[config.mk]
export PLATFORM = sky130hd
export DESIGN_NAME = paired_kmer_bit_encoder
export DESIGN_NICKNAME = d
export VERILOG_FILES = /design/src/sv/pke_pkg.sv /design/src/sv/pke_kmer_update.sv /design/src/sv/pke_word_out.sv /design/src/sv/paired_kmer_bit_encoder.sv
export SDC_FILE = /design/constraint.sdc
export NUM_CORES = 1
export LEC_CHECK = 0
export ABC_CLOCK_PERIOD_IN_PS = 7200
export BUFFER_PORTS_ARGS = -buffer_cell sky130_fd_sc_hd__buf_2
export CORE_MARGIN = 2
export CORE_UTILIZATION = 55
export CTS_CLUSTER_SIZE = 12
export DETAILED_ROUTE_END_ITERATION = 8
export HOLD_SLACK_MARGIN = 0.05
export PLACE_DENSITY = 0.73
export SETUP_SLACK_MARGIN = 0.5
export SLEW_MARGIN = 20
export SYNTH_ARGS = -nofsm -noshare
export SYNTH_HDL_FRONTEND = slang
export SYNTH_SLANG_ARGS = --single-unit
[constraint.sdc]
create_clock -name clk -period 7.2 [get_ports clk]
set_clock_uncertainty 0.05 [all_clocks]
set_input_delay 0.72 -clock clk [delete_from_list [all_inputs] [get_ports clk]]
set_output_delay 0.72 -clock clk [all_outputs]
set_load 0.03 [all_outputs]
[src/sv/pke_pkg.sv]
// Package with the types, constants and helper functions of the paired k-mer encoder.
`default_nettype none
package pke_pkg;

	localparam int MAX_KMER = 14;
	localparam int SYM_W    = 4;
	localparam int KMER_W   = SYM_W * MAX_KMER;
	localparam int FIX_W    = SYM_W * (MAX_KMER - 1);
	localparam int WORD_W   = FIX_W + 10;
	localparam int K_W      = 4;

	localparam logic [K_W-1:0] KLEN_RESET = 4'd5;
	localparam logic [K_W-1:0] KLEN_MAX   = 4'(MAX_KMER);

	localparam logic [7:0] CH_UA = 8'h41;
	localparam logic [7:0] CH_UC = 8'h43;
	localparam logic [7:0] CH_UG = 8'h47;
	localparam logic [7:0] CH_UT = 8'h54;
	localparam logic [7:0] CH_LA = 8'h61;
	localparam logic [7:0] CH_LC = 8'h63;
	localparam logic [7:0] CH_LG = 8'h67;
	localparam logic [7:0] CH_LT = 8'h74;

	typedef struct packed {
		logic [7:0] first_base;
		logic [7:0] second_base;
		logic       new_read;
	} pke_in_t;

	typedef struct packed {
		logic [WORD_W-1:0] record_word;
		logic              last_of_pair;
	} pke_out_t;

	typedef struct packed {
		logic [KMER_W-1:0] kmer;
		logic [K_W-1:0]    k;
		logic              emit;
	} pke_stage_t;

	// Bit 2 flags a byte that is not a base; bits 1:0 hold the base code.
	function automatic logic [2:0] base_code(input logic [7:0] ch);
		logic [2:0] r;
		case (ch)
			CH_UA, CH_LA: r = 3'b000;
			CH_UC, CH_LC: r = 3'b001;
			CH_UG, CH_LG: r = 3'b010;
			CH_UT, CH_LT: r = 3'b011;
			default:      r = 3'b100;
		endcase
		return r;
	endfunction

	// Mask that keeps the low n symbols of a k-mer.
	function automatic logic [KMER_W-1:0] sym_mask(input logic [K_W-1:0] n);
		logic [KMER_W-1:0] m;
		m = '0;
		for (int i = 0; i < MAX_KMER; i++) begin
			if (4'(i) < n) begin
				m[i*SYM_W +: SYM_W] = {SYM_W{1'b1}};
			end
		end
		return m;
	endfunction

endpackage
`default_nettype wire

[src/sv/pke_kmer_update.sv]
// Rolling k-mer state update and the stage register that follows it.
`default_nettype none
module pke_kmer_update (
	input  wire logic                  clk,
	input  wire logic                  arst_n,
	input  wire logic [pke_pkg::K_W-1:0] kmer_length,
	input  wire logic                  pair_valid,
	output logic                       pair_stall,
	input  wire pke_pkg::pke_in_t      pair_data,
	output logic                       s1_valid,
	input  wire logic                  s1_ready,
	output pke_pkg::pke_stage_t        s1_data
);

	logic [pke_pkg::KMER_W-1:0] kmer_q;
	logic [pke_pkg::K_W-1:0]    fill_q;
	logic                       s1_valid_q;
	pke_pkg::pke_stage_t        stage_s1;

	logic [pke_pkg::K_W-1:0]    eff_k;
	logic [pke_pkg::KMER_W-1:0] kmer_cur;
	logic [pke_pkg::K_W-1:0]    fill_cur;
	logic [2:0]                 code1;
	logic [2:0]                 code2;
	logic                       pair_ok;
	logic [pke_pkg::KMER_W-1:0] kmer_next;
	logic [pke_pkg::K_W:0]      fill_inc;
	logic [pke_pkg::K_W-1:0]    fill_next;
	logic                       emit;
	logic                       in_fire;
	logic                       s1_take;

	always_comb begin
		if (kmer_length == '0) begin
			eff_k = 4'd1;
		end else if (kmer_length > pke_pkg::KLEN_MAX) begin
			eff_k = pke_pkg::KLEN_MAX;
		end else begin
			eff_k = kmer_length;
		end
	end

	always_comb begin
		kmer_cur  = pair_data.new_read ? '0 : kmer_q;
		fill_cur  = pair_data.new_read ? '0 : fill_q;
		code1     = pke_pkg::base_code(pair_data.first_base);
		code2     = pke_pkg::base_code(pair_data.second_base);
		pair_ok   = !code1[2] && !code2[2];
		kmer_next = {kmer_cur[pke_pkg::KMER_W-pke_pkg::SYM_W-1:0], code2[1:0], code1[1:0]}
			& pke_pkg::sym_mask(eff_k);
		fill_inc  = {1'b0, fill_cur} + 5'd1;
		fill_next = (fill_inc > {1'b0, eff_k}) ? eff_k : fill_inc[pke_pkg::K_W-1:0];
		emit      = pair_ok && (fill_next == eff_k);
	end

	assign s1_take    = s1_valid_q && s1_ready;
	assign pair_stall = s1_valid_q && !s1_ready;
	assign in_fire    = pair_valid && !pair_stall;

	always_ff @(posedge clk or negedge arst_n) begin
		if (!arst_n) begin
			kmer_q     <= '0;
			fill_q     <= '0;
			s1_valid_q <= 1'b0;
		end else begin
			if (in_fire) begin
				kmer_q     <= pair_ok ? kmer_next : '0;
				fill_q     <= pair_ok ? fill_next : '0;
				s1_valid_q <= 1'b1;
			end else if (s1_take) begin
				s1_valid_q <= 1'b0;
			end
		end
	end

	always_ff @(posedge clk) begin
		if (in_fire) begin
			stage_s1.kmer <= kmer_next;
			stage_s1.k    <= eff_k;
			stage_s1.emit <= emit;
		end
	end

	assign s1_valid = s1_valid_q;
	assign s1_data  = stage_s1;

	a_empty_fill_clear: assert property (@(posedge clk) disable iff (!arst_n)
		fill_q == '0 |-> kmer_q == '0)
		else $error("k-mer register holds symbols while the fill count is zero");

	a_bad_pair_silent: assert property (@(posedge clk) disable iff (!arst_n)
		in_fire && !pair_ok |=> s1_valid_q && !stage_s1.emit)
		else $error("a pair with an invalid base was marked to emit");

	a_stage_k_legal: assert property (@(posedge clk) disable iff (!arst_n)
		s1_valid_q |-> stage_s1.k != '0 && stage_s1.k <= pke_pkg::KLEN_MAX)
		else $error("stage carries an out-of-range k-mer length");

endmodule
`default_nettype wire

[src/sv/pke_word_out.sv]
// Forms the prefix and suffix words of a full k-mer and sends them as two beats.
`default_nettype none
module pke_word_out (
	input  wire logic                clk,
	input  wire logic                arst_n,
	input  wire logic                s1_valid,
	output logic                     s1_ready,
	input  wire pke_pkg::pke_stage_t s1_data,
	output logic                     word_valid,
	input  wire logic                word_stall,
	output pke_pkg::pke_out_t        word_data
);

	logic                       out_valid_q;
	logic                       phase_q;
	logic [pke_pkg::WORD_W-1:0] word0_q;
	logic [pke_pkg::WORD_W-1:0] word1_q;

	logic [pke_pkg::KMER_W-1:0] suffix;
	logic [pke_pkg::SYM_W-1:0]  oldest;
	logic [pke_pkg::K_W-1:0]    k_less;
	logic [pke_pkg::WORD_W-1:0] w0;
	logic [pke_pkg::WORD_W-1:0] w1;
	logic                       fire;
	logic                       load;

	always_comb begin
		k_less = s1_data.k - 4'd1;
		suffix = s1_data.kmer & pke_pkg::sym_mask(k_less);
		oldest = '0;
		for (int i = 0; i < pke_pkg::MAX_KMER; i++) begin
			if (4'(i) == k_less) begin
				oldest = s1_data.kmer[i*pke_pkg::SYM_W +: pke_pkg::SYM_W];
			end
		end
		w0 = {s1_data.kmer[pke_pkg::KMER_W-1:pke_pkg::SYM_W], 1'b0,
			s1_data.kmer[pke_pkg::SYM_W-1:0], 5'b0};
		w1 = {suffix[pke_pkg::FIX_W-1:0], 1'b1, oldest, 5'b0};
	end

	assign fire     = out_valid_q && !word_stall;
	assign s1_ready = !out_valid_q || (fire && phase_q);
	assign load     = s1_valid && s1_ready && s1_data.emit;

	always_ff @(posedge clk or negedge arst_n) begin
		if (!arst_n) begin
			out_valid_q <= 1'b0;
			phase_q     <= 1'b0;
		end else begin
			if (load) begin
				out_valid_q <= 1'b1;
				phase_q     <= 1'b0;
			end else if (fire) begin
				if (phase_q) begin
					out_valid_q <= 1'b0;
					phase_q     <= 1'b0;
				end else begin
					phase_q <= 1'b1;
				end
			end
		end
	end

	always_ff @(posedge clk) begin
		if (load) begin
			word0_q <= w0;
			word1_q <= w1;
		end
	end

	assign word_valid             = out_valid_q;
	assign word_data.record_word  = phase_q ? word1_q : word0_q;
	assign word_data.last_of_pair = phase_q;

	a_second_follows: assert property (@(posedge clk) disable iff (!arst_n)
		fire && !phase_q |=> out_valid_q && phase_q)
		else $error("the suffix word did not follow the prefix word");

	a_load_starts_pair: assert property (@(posedge clk) disable iff (!arst_n)
		load |=> out_valid_q && !phase_q)
		else $error("a new k-mer did not start with its prefix word");

	a_phase_only_valid: assert property (@(posedge clk) disable iff (!arst_n)
		phase_q |-> out_valid_q)
		else $error("second-word phase set with no word pending");

endmodule
`default_nettype wire

[src/sv/paired_kmer_bit_encoder.sv]
// Top level of the paired k-mer bit encoder.
// Each accepted base pair is decoded and shifted into the rolling k-mer register in the cycle
// it is taken, or clears that register if it holds an invalid base; once kmer_length symbols
// are present the pair yields two beats on the word channel, the prefix word and then the
// suffix word with last_of_pair set. A pair passes through the stage register and then the
// word registers to its first beat. The word channel sends one beat per cycle unless stalled;
// with full k-mers a pair is taken only as the last suffix word leaves, else one per cycle
// while no word waits. kmer_length resets to 5 and may be written only while idle.
`default_nettype none
module paired_kmer_bit_encoder (
	input  wire logic                 clk,
	input  wire logic                 arst_n,
	input  wire logic                 cfg_valid,
	output logic                      cfg_ready,
	input  wire logic [pke_pkg::K_W-1:0] cfg_data,
	input  wire logic                 pair_valid,
	output logic                      pair_stall,
	input  wire pke_pkg::pke_in_t     pair_data,
	output logic                      word_valid,
	input  wire logic                 word_stall,
	output pke_pkg::pke_out_t         word_data
);

	logic [pke_pkg::K_W-1:0] kmer_length_q;
	logic                    s1_valid;
	logic                    s1_ready;
	pke_pkg::pke_stage_t     s1_data;

	assign cfg_ready = 1'b1;

	always_ff @(posedge clk or negedge arst_n) begin
		if (!arst_n) begin
			kmer_length_q <= pke_pkg::KLEN_RESET;
		end else if (cfg_valid && cfg_ready) begin
			kmer_length_q <= cfg_data;
		end
	end

	pke_kmer_update u_update (
		.clk         (clk),
		.arst_n      (arst_n),
		.kmer_length (kmer_length_q),
		.pair_valid  (pair_valid),
		.pair_stall  (pair_stall),
		.pair_data   (pair_data),
		.s1_valid    (s1_valid),
		.s1_ready    (s1_ready),
		.s1_data     (s1_data)
	);

	pke_word_out u_word_out (
		.clk        (clk),
		.arst_n     (arst_n),
		.s1_valid   (s1_valid),
		.s1_ready   (s1_ready),
		.s1_data    (s1_data),
		.word_valid (word_valid),
		.word_stall (word_stall),
		.word_data  (word_data)
	);

endmodule
`default_nettype wire
==> impl_metrics.json <==
{
  "power.density_nw_per_um2": 352,
  "grt-ovfl-total": 0,
  "routed_wl_um": 22000,
  "cts_max_level": 1,
  "cts_tree": "done",
  "synth_area_um2": 10900,
  "grt_pass1_vias": 6646,
  "diodes": 0,
  "clk_pin_slew_ns": 0.06,
  "drv_cap": 0,
  "period_share_pct": 52.1,
  "postSynth.asyncResetShare_pct": 26.7,
  "status": "complete, no violations",
  "core_um2": 19500,
  "rsz0062_at_grt": "false",
  "clockBufferDepth": 3,
  "fill_cells": 1499,
  "placementRows": 51,
  "yosysTopAreaCell": "edfxtp_1",
  "firstDrtPassIters": 6,
  "fin_crit_ns": 3.75,
  "vias": 6979,
  "finalHoldViolations": 0,
  "cts_hold_buf": 0,
  "hpwl_um": 15400,
  "path_buf_inv": 1,
  "seq_area_um2": 6780,
  "p_leak_nw": 4.91,
  "crit_family": "compound AO/OA/AOI/OAI gates",
  "grt_max_degree": 74,
  "post_cts_resized": 0,
  "slew_headroom_pct": 33.6,
  "synthFlopType": "edfxtp_1",
  "drv_slew": 0,
  "grt_usage_pct": 20.9,
  "crit_path_start": "u_update.s1_data[1]$_DFFE_PP_",
  "setup_violations": 0,
  "r2r_setup_slack_ns": 3.45,
  "ys_seq_area_share_pct": 61.9,
  "synth_seq_cells": 236,
  "cts-root-buf": "clkbuf_16",
  "multi_input_area_um2": 3800,
  "ant_nets": 0,
  "dieArea_um2": 21000,
  "syn2layout_area_growth_pct": 11.3,
  "power_mw": 4.29,
  "post-synth-top-count-cell": "edfxtp_1",
  "numCtsBuffers": 24,
  "fin_setup_tns_ns": 0,
  "postCtsSetupBuffers": 0,
  "r2r_start": "u_update.s1_data[1]$_DFFE_PP_",
  "synth_area_per_cell_um2": 12.1,
  "place.gp.congestion": 0.898,
  "cts_sinks": 236,
  "postLayoutCoreUtil_pct": 62.5,
  "hp-class": "in -> async",
  "ys_types": 78,
  "die_h_um": 145,
  "critPathKind": "reg -> reg",
  "nNetsFinal": 1007,
  "syn_inst": 904,
  "worst-slew-pin-transition_ns": 0.996,
  "vias_per_cell": 5.56,
  "crit_required_ns": 7.39,
  "drcViolationCount": 0,
  "slowest_delay_ns": 0.67,
  "startpoint_type": "flop",
  "r2r_cells": 9,
  "drive_gt1_share_pct": 20.6,
  "cp.arrival_ns": 3.94,
  "r2r_end": "u_word_out.word1_q[7]$_DFFE_PP_",
  "dieWidth_um": 145,
  "initial_core_util_pct": 56.2,
  "crit_path_top_delay_cell": "ha_1",
  "ir_worst_vdd_mv": 0.183,
  "crit_chain": "inv_1, ha_1, nand2b_2, o211ai_1, nand2_1, o32a_1, o31a_1, o2bb2ai_1, o41ai_2",
  "antenna_found_initial": 0,
  "fmax_mhz": 266,
  "drtIter0Drc": 693,
  "cp_max_fo": 20,
  "synthTopCellsByArea": "edfxtp_1 (47%), dfrtp_1 (14%), mux2_2 (5.9%)",
  "synth-edff-count": 173,
  "worst_setup_path_end_kind": "flop",
  "synth.top_cell.area_share_pct": 47.5,
  "ios": 92,
  "wire_per_inst_um": 17.6,
  "yosys-top-cells-count": "edfxtp_1 (173), nand2_1 (143), and2_1 (82)",
  "clk_latency_ns": 0.51,
  "port_buffers": 83,
  "yosys_warnings": 0,
  "grt_pass1_wl_um": 35500
}
power breakdown:
part           switching (mW)  internal [mW]  total [mW]
logic                   0.844          0.414        1.26
clock network           0.465          0.674        1.14
registers               0.138           1.75        1.89
state kept, by name, indices dropped and copies added, names as in the netlist:
register,count
kmer_length_q,4
u_update.s1_data,61
u_update.fill_q,4
u_word_out.word_valid,1
u_update.kmer_q,52
u_word_out.word0_q,56
u_update.s1_valid,1
u_word_out.word1_q,56
u_word_out.phase_q,1
kinds of logic after synthesis:
kind of cell / share of synthesized area [%]
flops: 61.9
fa+ha+maj: 1.03
mux: 6.23
compound gates: 6.77
buf+inv: 3.55
simple gates: 19.5
xor+xnor: 0.881
other cells: 0.0687
layout by cell type (no fill, tap or decap), types with 3 or more instances in the layout:
cell,n
edfxtp_1,173
nand2_1,143
buf_2,83
and2_1,82
nand3_1,66
dfrtp_1,60
mux2_2,57
nor2_1,29
o21ai_0,26
clkbuf_16,25
and3_1,24
inv_1,18
a21oi_1,16
clkbuf_1,16
nor3_1,15
nor2b_1,11
ha_1,9
xnor2_1,8
nand2b_1,7
nand4_1,6
a31oi_1,6
conb_1,6
buf_4,6
o21a_1,5
o211ai_1,5
nor3b_1,4
or2_2,4
o22ai_1,4
nand3b_1,4
mux2i_1,4
a211oi_1,4
xor2_1,3
o31ai_1,3
a311oi_1,3
o221ai_1,3
clkbuf_8,3
final cells by class:
| cell class | instances | area share, % |
|---|---|---|
| sequential | 236 | 55.7 |
| multi-input combinational | 601 | 31.2 |
| clock buffer | 44 | 5.97 |
| timing repair buffer | 89 | 3.78 |
| tap | 265 | 2.72 |
| inverter | 20 | 0.627 |
worst max-delay path by stage:
| stage | to | slack [ns] | cells after the start |
|---|---|---|---|
| final | u_word_out.word1_q[7]$_DFFE_PP_ | 3.45 | 9 |
| after floorplan | u_word_out.word0_q[10]$_DFFE_PP_ | 0.88 | 3 |
| after global placement | u_word_out.word1_q[8]$_DFFE_PP_ | 3.57 | 9 |
| after detailed placement | u_word_out.word1_q[8]$_DFFE_PP_ | 3.54 | 9 |
| after global routing | u_word_out.word1_q[7]$_DFFE_PP_ | 3.20 | 9 |
| after CTS | u_word_out.word1_q[8]$_DFFE_PP_ | 3.53 | 9 |
layer usage:
metal  GRT usage (%)  vias to the layer above  part of all wire (%)
met2            31.8                      192                    45
met3            2.83                       41                   4.7
met4            6.63                        0                   2.3
li1                -                     3382                     -
met1            31.4                     3364                    48
met5               0                        -                     0
worst register-to-register path, stage by stage, from the launching register on:
cell and delay, ns:
edfxtp_1 0.65, inv_1 0.20, ha_1 0.67, nand2b_2 0.21
o211ai_1 0.66, nand2_1 0.39, o32a_1 0.26, o31a_1 0.11
o2bb2ai_1 0.20, o41ai_2 0.10
through the flow:
step / std cells / setup WS (ns) / cell area [um2] / hold slack [ns]
2_1_floorplan: 908 / 0.880 / 11000 / 0.371
3_5_place_dp: 1211 / 3.54 / 11400 / 0.401
5_1_grt: 1255 / 3.20 / 12200 / 0.356
6_report: 1255 / 3.45 / 12200 / 0.335
4_1_cts: 1255 / 3.53 / 12200 / 0.346
3_3_place_gp: 1211 / 3.57 / 11400 / 0.383
(Power assumes the default switching activity.)
